[config.mk]
export PLATFORM = sky130hd
export DESIGN_NAME = pell_base_digit_converter_top
export DESIGN_NICKNAME = d
export VERILOG_FILES = /design/src/pbdc_pkg.sv /design/src/pell_base_digit_converter_top.sv
export SDC_FILE = /design/constraint.sdc
export NUM_CORES = 1
export LEC_CHECK = 0
export ABC_CLOCK_PERIOD_IN_PS = 6700
export BUFFER_PORTS_ARGS = -buffer_cell sky130_fd_sc_hd__buf_4
export CAP_MARGIN = 30
export CELL_PAD_IN_SITES_DETAIL_PLACEMENT = 0
export CELL_PAD_IN_SITES_GLOBAL_PLACEMENT = 1
export CORE_AREA = 2 2 225 227
export DETAILED_ROUTE_END_ITERATION = 10
export DIE_AREA = 0 0 227 229
export PLACE_DENSITY_LB_ADDON = 0.3
export SKIP_CTS_REPAIR_TIMING = 1
export SLEW_MARGIN = 40
export SYNTH_ARGS = -nofsm -noshare
export SYNTH_HDL_FRONTEND = slang
export SYNTH_SLANG_ARGS = --single-unit
[constraint.sdc]
create_clock -name i_clk -period 6.7 [get_ports i_clk]
set_clock_uncertainty 0.05 [all_clocks]
set_input_delay 0.335 -clock i_clk [delete_from_list [all_inputs] [get_ports i_clk]]
set_output_delay 0.335 -clock i_clk [all_outputs]
set_load 0.02 [all_outputs]
[src/pbdc_pkg.sv]
package pbdc_pkg;

    // Field widths of the input and result items.
    localparam int VALUE_W = 56;
    localparam int DIGIT_W = 2;

    // Weight registers hold the weight above the one being scanned, so they
    // need room for the Pell weight one past the top index and for twice a weight.
    localparam int WT_W = 59;

    // Default number of Pell weights scanned per item.
    localparam int NUM_DIGITS_DEF = 45;

    // Digit codes.
    localparam logic [DIGIT_W-1:0] DIGIT_ZERO = 2'd0;
    localparam logic [DIGIT_W-1:0] DIGIT_ONE  = 2'd1;
    localparam logic [DIGIT_W-1:0] DIGIT_TWO  = 2'd2;

    typedef logic [WT_W-1:0] t_weight;

    // Pell weight at the given index (1, 2, 5, 12, ...). This is only ever
    // called with constant arguments, so it is evaluated at elaboration.
    function automatic t_weight pell_weight(input int idx);
        logic [63:0] lo;
        logic [63:0] hi;
        logic [63:0] nx;
        lo = 64'd1;
        hi = 64'd2;
        for (int k = 0; k < 64; k++) begin
            if (k < idx) begin
                nx = (hi << 1) + lo;
                lo = hi;
                hi = nx;
            end
        end
        return lo[WT_W-1:0];
    endfunction

endpackage

[src/pell_base_digit_converter_top.sv]
// The shared compare and subtract unit scans one weight per cycle from input accept until
// the last digit is shown at o_valid, stalling only while a digit waits in the output
// register. A new item is accepted only once the previous item's last weight is scanned.
// Reset: synchronous active low on i_rst_n; the block returns to idle with no
// pending result and accepts an item in the first cycle after reset.
module pell_base_digit_converter_top #(
    parameter int NUM_DIGITS = pbdc_pkg::NUM_DIGITS_DEF
) (
    input  logic                          i_clk,
    input  logic                          i_rst_n,
    input  logic                          i_valid,
    output logic                          o_ready,
    input  logic [pbdc_pkg::VALUE_W-1:0]  i_value,
    output logic                          o_valid,
    input  logic                          i_ready,
    output logic [pbdc_pkg::DIGIT_W-1:0]  o_digit,
    output logic                          o_last
);

    localparam int POS_W = (NUM_DIGITS > 1) ? $clog2(NUM_DIGITS) : 1;
    localparam logic [POS_W-1:0] POS_TOP = POS_W'(NUM_DIGITS - 1);
    localparam pbdc_pkg::t_weight W_TOP   = pbdc_pkg::pell_weight(NUM_DIGITS - 1);
    localparam pbdc_pkg::t_weight W_ABOVE = pbdc_pkg::pell_weight(NUM_DIGITS);

    localparam logic S_IDLE = 1'b0;
    localparam logic S_SCAN = 1'b1;

    logic                          r_state;
    logic [pbdc_pkg::VALUE_W-1:0]  r_rem;
    pbdc_pkg::t_weight             r_w;
    pbdc_pkg::t_weight             r_w_hi;
    logic [POS_W-1:0]              r_pos;
    logic                          r_lead;
    logic                          r_out_valid;
    logic [pbdc_pkg::DIGIT_W-1:0]  r_digit;
    logic                          r_last;

    logic                          in_acc;
    logic                          out_take;
    logic                          step;
    pbdc_pkg::t_weight             rem_ext;
    pbdc_pkg::t_weight             w_dbl;
    pbdc_pkg::t_weight             n_rem_ext;
    logic [pbdc_pkg::DIGIT_W-1:0]  n_digit;
    logic                          emit;

    assign o_ready  = (r_state == S_IDLE);
    assign in_acc   = i_valid && o_ready;
    assign out_take = r_out_valid && i_ready;
    // A weight is scanned only when the output register can take its digit.
    assign step     = (r_state == S_SCAN) && (!r_out_valid || i_ready);

    // Shared compare and subtract unit: twice the weight first, then the weight.
    always_comb begin
        rem_ext = pbdc_pkg::WT_W'(r_rem);
        w_dbl   = {r_w[pbdc_pkg::WT_W-2:0], 1'b0};
        priority if (w_dbl <= rem_ext) begin
            n_digit   = pbdc_pkg::DIGIT_TWO;
            n_rem_ext = rem_ext - w_dbl;
        end else if (r_w <= rem_ext) begin
            n_digit   = pbdc_pkg::DIGIT_ONE;
            n_rem_ext = rem_ext - r_w;
        end else begin
            n_digit   = pbdc_pkg::DIGIT_ZERO;
            n_rem_ext = rem_ext;
        end
        // Leading zeros are dropped, but the lowest weight always gives a digit.
        emit = (n_digit != pbdc_pkg::DIGIT_ZERO) || !r_lead || (r_pos == '0);
    end

    // Sequencer and scan registers.
    always_ff @(posedge i_clk) begin
        if (!i_rst_n) begin
            r_state <= S_IDLE;
            r_lead  <= 1'b1;
            r_pos   <= '0;
        end else if (in_acc) begin
            r_state <= S_SCAN;
            r_lead  <= 1'b1;
            r_pos   <= POS_TOP;
            r_rem   <= i_value;
            r_w     <= W_TOP;
            r_w_hi  <= W_ABOVE;
        end else if (step) begin
            r_rem  <= n_rem_ext[pbdc_pkg::VALUE_W-1:0];
            // Walk the weights downward: P(i-1) = P(i+1) - 2*P(i).
            r_w    <= r_w_hi - w_dbl;
            r_w_hi <= r_w;
            if (emit) begin
                r_lead <= 1'b0;
            end
            if (r_pos == '0) begin
                r_state <= S_IDLE;
            end else begin
                r_pos <= r_pos - 1'b1;
            end
        end
    end

    // Output register holding one digit item.
    always_ff @(posedge i_clk) begin
        if (!i_rst_n) begin
            r_out_valid <= 1'b0;
        end else if (step && emit) begin
            r_out_valid <= 1'b1;
            r_digit     <= n_digit;
            r_last      <= (r_pos == '0);
        end else if (out_take) begin
            r_out_valid <= 1'b0;
        end
    end

    assign o_valid = r_out_valid;
    assign o_digit = r_digit;
    assign o_last  = r_last;

endmodule

* Yosys cells after proc, flatten, opt, wreduce, memory -nomap -nowiden
Index checks and enable logic that the tools add are counted.
Operators by class: equality and inequality tests 1, order comparisons 2, shift-type cells 0, $add $sub $neg 4, $mul 0, reductions and logical operators 23, divide/modulo/power cells 0, bitwise operators 3, mux-type cells 16
Operators by type and width (count):
- 2-to-1 mux 56 bit | 4
- less-or-equal comparator 59 x 56 -> 1 bit | 2
- 2-to-1 mux 59 bit | 2
- subtractor 56 bit | 2
- subtractor 59 bit | 1
- 2-to-1 mux 6 bit | 3
- AND reduction 2 bit | 6
- nonzero test 2 bit | 4
- zero test 6 bit | 1
- 2-to-1 mux 1 bit | 6
- subtractor 6 x 1 -> 6 bit, second input constant | 1
- logical AND 1 bit | 4
- logical OR 1 bit | 3
- inverter 1 bit | 3
- AND reduction 3 bit | 1
- nonzero test 3 bit | 1
- zero test 1 bit | 2
- 2-to-1 mux 2 bit | 1
- inequality test 2 bit, second input constant | 1
- OR reduction 2 bit | 1
Word-level totals: input port bits 60, ROM bits 0, memories kept 0, memory bits (writable) 0, logic and storage cells 59, bits in latches 0, bits in registers 186

* Depth between registers and ports, before layout
Gate-level depths: netlist of run 1.
word-level depth 8, gate-level depth with buffers 14, gate-level depth less buffers 13

* Least setup slack after synthesis of run 1
No wires, ideal clock.
kind register -> register, from register r_rem[46] (netlist bit), to register r_rem[10] (netlist bit) (enable), data arrival time 5.261 ns, cell stages (with the launch flop) 11, library setup time 0.501 ns, setup slack 0.889 ns, data required time 6.149 ns, path through edfxtp_1 > inv_1 > ha_1 > clkbuf_1 > a21o_1 > a21o_1 > a211oi_1 > o21bai_1 > a2111oi_0 > o211ai_1 > a31oi_1
On the way: longest elaborated chain between the ends 3, elaborated cells between the ends (all ways) 4
RTL lines:
- start: declaration | line pell_base_digit_converter_top.sv:29 | logic [pbdc_pkg::VALUE_W-1:0] r_rem;
- start signal: assignment | line pell_base_digit_converter_top.sv:81 | r_rem <= i_value;
- start signal: assignment | line pell_base_digit_converter_top.sv:85 | r_rem <= n_rem_ext[pbdc_pkg::VALUE_W-1:0];
- less-or-equal comparator 59 x 56 -> 1 bit, on equally long branches | line pell_base_digit_converter_top.sv:57, pell_base_digit_converter_top.sv:60
- nonzero test 3 bit (no source line) *
- AND reduction 3 bit (no source line) *
Every way passes the cells marked *; elsewhere a longest branch is shown, timed or not. A chain may end at the register's enable or synchronous reset.

* Worst setup path after layout of run 1
from register r_w[0], to register r_w[55], data pin
On the way: longest elaborated chain between the ends 2
RTL lines:
- start: declaration | line pell_base_digit_converter_top.sv:30 | pbdc_pkg::t_weight r_w;
- start signal: assignment | line pell_base_digit_converter_top.sv:87 | r_w <= r_w_hi - w_dbl;
- subtractor 59 bit | line pell_base_digit_converter_top.sv:87
- 2-to-1 mux 59 bit | line pell_base_digit_converter_top.sv:84 | end else if (step) begin
Every way passes these cells. The select of a mux whose other input is x is not followed.

==> results of run 1 <==
worst reg2reg max path, cell delays in order, from the launching register on:
cell	delay [ns]
edfxtp_1	0.49
ha_1	0.28
fa_1	0.38
nor2b_1	0.22
o2111ai_1	0.24
a21boi_1	0.40
o21bai_1	0.30
o21ai_1	0.60
a31oi_1	0.38
o221a_2	0.44
o41ai_1	0.40
xnor2_1	0.16
nand2_1	0.06
layer usage:
metal,GRT usage,routed length [µm]
met1,0.360,31500
met2,0.413,30400
met3,0.0419,3620
met4,0.0752,1440
met5,0,0
final timing paths:
kind                      endpoint  slack (ns)  depth (start not counted)
max reg2reg  r_w[55]$_SDFFCE_PP1P_        2.04                         12
min reg2reg   r_w[0]$_SDFFCE_PP1P_        0.46                          1
min            r_rem[31]$_DFFE_PP_        0.07                          3
max          r_w[55]$_SDFFCE_PP1P_        2.04                         12
placed cells by master, fill, tap and decap left out, types with 6 or more instances in the layout:
cell type	n
nor3_1	43
buf_4	75
o31ai_1	15
nor2b_1	22
nand2_1	251
nor2_1	221
xor2_1	60
nand4_1	51
mux2i_1	6
ha_1	278
a211oi_1	22
a21oi_1	273
o21a_1	23
o21bai_1	28
o22ai_1	9
o2111ai_1	6
a21boi_0	6
or3_1	9
nand3_1	37
o21ai_0	117
and3_1	17
a221oi_1	7
o221ai_1	6
nor4_1	11
a21o_1	100
a31oi_1	29
clkbuf_16	17
o21ai_1	23
inv_1	173
a311oi_1	6
o211ai_1	14
edfxtp_1	177
xnor2_1	87
dfxtp_1	9
nand2b_1	21
stage by stage:
stage / cells / instance area [µm²] / setup slack (ns) / utilization / hold slack (ns)
after floorplan: 2382 / 19700 / 0.889 / - / 0.408
after global placement: 3019 / 20600 / 1.63 / 0.415 / 0.421
after detailed placement: 3021 / 20600 / 2.11 / 0.416 / 0.438
after CTS: 3053 / 21200 / 2.10 / 0.428 / 0.0153
after global routing: 3053 / 21200 / 1.79 / 0.428 / 0.0541
final: 3053 / 21200 / 2.04 / 0.428 / 0.0673
area by class of cell:
cell class / count / area (µm²)
fillers: 5081 / 28400
inverters: 176 / 671
well taps: 672 / 841
clock inverters: 14 / 170
clock buffers: 18 / 429
repair buffers: 78 / 609
flip-flops and latches: 186 / 5500
multi-input cells: 1909 / 13000
registers in the layout, summed over array words and instances, names as in the netlist, 2 cells and up:
| signal | count |
|---|---|
| r_w | 59 |
| o_digit | 2 |
| r_rem | 56 |
| r_w_hi | 59 |
| r_pos | 6 |
report_power, final:
part           switching (mW)  leakage [nW]  total [mW]  internal, mW
logic                    2.44          7.21        3.82          1.38
clock network           0.530         0.286        1.12         0.588
registers               0.117          1.71        1.66          1.54
synth_stat cells (7+ instances only):
cell      instances  area, µm²
nor2_1          221        830
nand2_1         252        946
o21ai_0         118        591
a31oi_1          30        188
o211ai_1         14        105
a21oi_1         273       1370
o21ai_1          22        110
nand2b_1         21        131
o21a_1           23        173
nor4_1           12       75.1
o22ai_1           9       56.3
o21bai_1         28        210
buf_1             7       26.3
ha_1            278       3480
a211oi_1         22        165
buf_2            17       85.1
nand4_1          51        319
clkbuf_1         76        285
a21o_1          100        751
or3_1             9       56.3
dfxtp_1           9        180
edfxtp_1        177       5320
nor2b_1          22        138
xnor2_1          87        762
o31ai_1          15        113
nor3_1           43        215
a221oi_1          7       61.3
nand3_1          37        185
inv_1           174        653
and3_1           17        106
xor2_1           60        526
kinds of logic after synthesis:
| logic type | Yosys count | share of synthesized area |
|---|---|---|
| compound gates | 755 | 0.244 |
| simple gates | 718 | 0.167 |
| buf+inv | 287 | 0.0597 |
| flops | 186 | 0.280 |
| xor+xnor | 147 | 0.0655 |
| mux | 8 | 0.00420 |
| fa+ha+maj | 281 | 0.180 |
==> results by group, run 1 <==
Run status
  – Status: finished, final reports clean

STA
  – Unrepaired setup endpoints after global routing: no
  – Crit share post-route: 0.696
  – Fin crit period: 4.66 ns
  – Worst-Margin Slew: 0.850 ns
  – Fmax: 0.214 GHz
  – Max Transition Viols Final: 0
  – Final Hold Viols: 0
  – Final setup fails: 0
  – Slew headroom: 0.431
  – Final setup TNS: 0 ns

Synth
  – Synth Instances: 2,382
  – Ys Warns: 0
  – Prevailing post-synth register cell: edfxtp_1
  – Mean post-synth cell area: 8.25 µm²
  – Register area share after synthesis: 0.280
  – Mapped Nets: 2,723
  – #FFs+latches synth: 186
  – Fraction of registers with async set/reset: 0
  – Synthesized area: 0.0197 mm²
  – Library cells used by synthesis: 95
  – Post-synth EDFFs: 177

Pwr
  – P_leak: 9.21 nW
  – PwrDens: 310 mW/mm²
  – VDD IR max: 0.000185 V
  – Total power: 6.59 mW

Floorplanning
  – Core area: 0.0497 mm²
  – Rows: 82
  – Die X: 227 µm
  – DIE AREA: 0.0520 mm²
  – Initial core utilization: 0.396
  – Die Height: 229 µm
  – Io pins: 65

GRT
  – Grt ovf: 0
  – Antenna violations before repair: 0
  – All-Layer GR Usage: 0.259
  – First-pass GRT wire length: 103,000 µm
  – Number of global-route vias before repair: 17,451
  – Largest net degree at the start of global routing: 60

Worst setup path
  – CP endpoint kind: flop
  – CP max FO: 6
  – CP Class: flop to flop
  – CP Launch Point: r_w[0]$_SDFFCE_PP1P_
  – Crit path buf inv count: 0
  – R2r startpoint: r_w[0]$_SDFFCE_PP1P_
  – Setup crit start kind: flop
  – Crit path max-delay family: compound AO/OA/AOI/OAI gates
  – CP max stage delay: 0.59 ns
  – CP required: 6.90 ns
  – CP Data Arrival Time: 4.86 ns
  – Worst-path cell chain: ha_1 > fa_1 > nor2b_1 > o2111ai_1 > a21boi_1 > o21bai_1 > o21ai_1 > a31oi_1 > o221a_2 > o41ai_1 > xnor2_1 > nand2_1
  – CP max-delay cell: o21ai_1

Hold path
  – Worst hold start: i_value[31]
  – Worst hold path class: input pin to flop

Clock network
  – H-tree Lvls: 4
  – Worst-Skew Late Latency: 0.52 ns
  – Clock Path Buffers: 2
  – Reg clk slew, reported paths: 0.08 ns
  – CTS Root Buffer Type: clkbuf_16
  – CTS tree: done
  – Total CTS buffers: 17
  – Clock sinks: 186

Finish
  – Number of diodes: 0
  – Layout net count: 2,709
  – Share of layout cells above drive strength 1: 0.0638
  – Syn-to-layout area delta: 8.10%

Placement
  – Final HPWL DP: 52,500 µm
  – Number of I/O port buffers: 64
  – Final RePlAce weighted congestion: 0.953

Detailed routing
  – # DRC: 0
  – Post-DRT Antenna Nets: 0
  – Vias: 17,750
  – Post-DR wirelength/cell: 21.9 µm
  – DR pass1 iterations: 6
  – Via/cell ratio: 5.81
  – Initial drt markers: 1,407
  – Total wire length: 66,900 µm

Flow run
  – Max-cap violations: 0
Power figures use the tool's default switching activity.
==> inputs of run 2 (changes only) <==
--- a/config.mk
+++ b/config.mk
@@ -5,7 +5,7 @@
 export SDC_FILE = /design/constraint.sdc
 export NUM_CORES = 1
 export LEC_CHECK = 0
-export ABC_CLOCK_PERIOD_IN_PS = 6700
+export ABC_CLOCK_PERIOD_IN_PS = 4700
 export BUFFER_PORTS_ARGS = -buffer_cell sky130_fd_sc_hd__buf_4
 export CAP_MARGIN = 30
 export CELL_PAD_IN_SITES_DETAIL_PLACEMENT = 0
==> constraint.sdc (replaced) <==
create_clock -name i_clk -period 4.7 [get_ports i_clk]
set_clock_uncertainty 0.05 [all_clocks]
set_input_delay 0.235 -clock i_clk [delete_from_list [all_inputs] [get_ports i_clk]]
set_output_delay 0.235 -clock i_clk [all_outputs]
set_load 0.02 [all_outputs]
==> run 2 against run 1 <==
Net effect:
- utilization grew 0.44 points
- non-clock buffer count rose by 25
- routed wire length decreased by 1.0%
- worst hold slack lost 0.090 ns
- critical endpoint is now r_rem[43]$_DFFE_PP_
- the flow now finishes with violations (hold timing)
- clock-buffer cell count decreased by 1
- die area unchanged
- critical path type unchanged
- first-iteration DRC count decreased by 1.6%
- maximum frequency increased by 8.2%
- register-to-register slack lost 1.6 ns
- total power rose by 43%
==> results by group, run 2 (synthesized netlist as in run 1, its figures left out) <==
Detailed routing
  – Post-DRT Antenna Nets: 0 (unchanged)
  – Vias: 17,807 (was 17,750)
  – Total wire length: 66,300 µm (was 66,900 µm)
  – # DRC: 0 (unchanged)
  – Via/cell ratio: 5.79 (was 5.81)
  – Post-DR wirelength/cell: 21.5 µm (was 21.9 µm)
  – DR pass1 iterations: 7 (was 6)
  – Initial drt markers: 1,385 (was 1,407)

Worst setup path
  – CP required: 5.04 ns (was 6.90 ns)
  – Worst-path cell chain: ha_1 > clkinv_1 > or4_1 > or3_1 > o311ai_2 > a21oi_4 > clkinv_4 > nand2_1 > a2111oi_2 > a221o_1 (was ha_1 > fa_1 > nor2b_1 > o2111ai_1 > a21boi_1 > o21bai_1 > o21ai_1 > a31oi_1 > o221a_2 > o41ai_1 > xnor2_1 > nand2_1)
  – Worst reg-to-reg setup slack: 0.39 ns (was 2.04 ns)
  – CP max-delay cell: or4_1 (was o21ai_1)
  – R2r endpoint: r_rem[43]$_DFFE_PP_ (was r_w[55]$_SDFFCE_PP1P_)
  – Setup crit start kind: flop (unchanged)
  – CP Class: flop to flop (unchanged)
  – Crit path max-delay family: simple AND/OR/NAND/NOR gates (was compound AO/OA/AOI/OAI gates)
  – R2R cell count: 10 (was 12)
  – R2r startpoint: r_w[42]$_SDFFCE_PP0P_ (was r_w[0]$_SDFFCE_PP1P_)
  – CP Data Arrival Time: 4.65 ns (was 4.86 ns)
  – CP max FO: 17 (was 6)
  – CP endpoint kind: flop (unchanged)
  – CP max stage delay: 0.57 ns (was 0.59 ns)
  – Crit path buf inv count: 2 (was 0)

STA
  – Worst hold slack: -0.0230 ns (was 0.0673 ns)
  – Final setup fails: 0 (unchanged)
  – Unrepaired setup endpoints after global routing: no (unchanged)
  – Slew headroom: 0.440 (was 0.431)
  – Final setup TNS: 0 ns (unchanged)
  – Final Hold Viols: 2 (was 0)
  – Fmax: 0.232 GHz (was 0.214 GHz)
  – Max Transition Viols Final: 0 (unchanged)
  – Worst-Margin Slew: 0.829 ns (was 0.850 ns)
  – Fin crit period: 4.31 ns (was 4.66 ns)
  – Crit share post-route: 0.917 (was 0.696)

Finish
  – Number of diodes: 0 (unchanged)
  – Syn-to-layout area delta: 9.22% (was 8.10%)
  – Biggest regs: r_w x59, r_w_hi x59, r_rem x56 (unchanged)
  – Most common cell after layout, fill and taps aside: ha_1 (unchanged)
  – Share of layout cells above drive strength 1: 0.0669 (was 0.0638)
  – Layout net count: 2,734 (was 2,709)
  – Commonest non-fill, non-tap cells in the layout: ha_1 (278), a21oi_1 (273), nand2_1 (251) (unchanged)
  – Post-layout util: 0.432 (was 0.428)

GRT
  – First-pass GRT wire length: 102,000 µm (was 103,000 µm)
  – Number of global-route vias before repair: 17,355 (was 17,451)
  – All-Layer GR Usage: 0.256 (was 0.259)
  – Antenna violations before repair: 1 (was 0)
  – Largest net degree at the start of global routing: 73 (was 60)
  – Grt ovf: 0 (unchanged)

Floorplanning
  – DIE AREA: 0.0520 mm² (unchanged)
  – Initial core utilization: 0.396 (unchanged)
  – Rows: 82 (unchanged)
  – Die Height: 229 µm (unchanged)
  – Core area: 0.0497 mm² (unchanged)
  – Die X: 227 µm (unchanged)
  – Io pins: 65 (unchanged)

Placement
  – Final HPWL DP: 52,000 µm (was 52,500 µm)
  – Number of I/O port buffers: 64 (unchanged)
  – Final RePlAce weighted congestion: 0.954 (was 0.953)

Run status
  – Status: finished with violations (was finished, final reports clean)
  – Failing checks: hold timing

Pwr
  – PwrDens: 438 mW/mm² (was 310 mW/mm²)
  – VDD IR max: 0.000316 V (was 0.000185 V)
  – P_leak: 9.33 nW (was 9.21 nW)

Clock network
  – Clock sinks: 186 (unchanged)
  – H-tree Lvls: 4 (unchanged)
  – CTS Root Buffer Type: clkbuf_16 (unchanged)
  – CTS tree: done (unchanged)
  – Worst-Skew Late Latency: 0.52 ns (about the same)
  – Total CTS buffers: 17 (unchanged)
  – Clock Path Buffers: 2 (unchanged)
  – Reg clk slew, reported paths: 0.08 ns (about the same)

Hold path
  – Worst hold start: i_value[15] (was i_value[31])
  – Hold Path End: r_rem[15]$_DFFE_PP_ (was r_rem[31]$_DFFE_PP_)
  – Worst hold path class: input pin to flop (unchanged)
  – Worst Hold Depth: 3 (unchanged)

Flow run
  – Max-cap violations: 0 (unchanged)
[run 2: cell count changes in the layout (fill, tap and decap cells not counted), sizes merged]
cell,change
clkinvlp,-2
inv,+5
clkinv,-2
dlygate4sd3,+15
clkbuf,-1
buf,+10
[run 2: power by group]
group          internal, mW  total, mW  switching [mW]
logic                  1.98       5.41            3.43
registers              2.19       2.37           0.180
clock network         0.848       1.61           0.759
total                  5.02       9.39            4.37
[run 2: worst max path at each step]
stage | slack [ns] | endpoint | cells after the start | start
global route | 0.20 | o_digit[1]$_DFFE_PP_ | 11 | r_rem[38]$_DFFE_PP_
floorplan | 0.21 | r_rem[10]$_DFFE_PP_ | 10 | r_rem[46]$_DFFE_PP_
global placement | 0.37 | r_rem[43]$_DFFE_PP_ | 10 | r_w[42]$_SDFFCE_PP0P_
detailed placement | 0.45 | r_rem[43]$_DFFE_PP_ | 12 | r_rem[38]$_DFFE_PP_
finish | 0.39 | r_rem[43]$_DFFE_PP_ | 10 | r_w[42]$_SDFFCE_PP0P_
CTS | 0.42 | r_rem[43]$_DFFE_PP_ | 12 | r_rem[38]$_DFFE_PP_
[run 2: per-stage QoR]
stage | area (µm²) | cells | hold slack [ns] | setup slack [ns] | power, mW
finish | 21500 | 3078 | -0.0230 | 0.391 | 9.39
global route | 21500 | 3078 | 0.00116 | 0.201 | 10.0
CTS | 21300 | 3063 | -0.0893 | 0.424 | 9.34
detailed placement | 20700 | 3031 | 0.446 | 0.446 | 7.68
global placement | 20700 | 3031 | 0.418 | 0.373 | 7.66
floorplan | 19700 | 2382 | 0.323 | 0.211 | 6.22
[run 2: metal layers]
| layer | vias to the layer above | global-route usage | share of wire |
|---|---|---|---|
| li1 | 8579 | - | - |
| met1 | 8582 | 0.363 | 0.47 |
| met2 | 537 | 0.389 | 0.44 |
| met3 | 107 | 0.0417 | 0.055 |
| met4 | 2 | 0.102 | 0.034 |
| met5 | - | 0 | 0.00017 |
[run 2: tightest hold or removal path, cell delays in order]
cell    delay [ns]
buf_4         0.08
nor2_1        0.04
nor2_1        0.08
[run 2: area by class of cell]
class | count | area (µm²)
inverter | 176 | 668
sequential | 186 | 5500
clock inverter | 15 | 186
tap | 672 | 841
timing repair buffer | 103 | 823
clock buffer | 17 | 425
multi-input combinational | 1909 | 13000
fill | 5082 | 28200
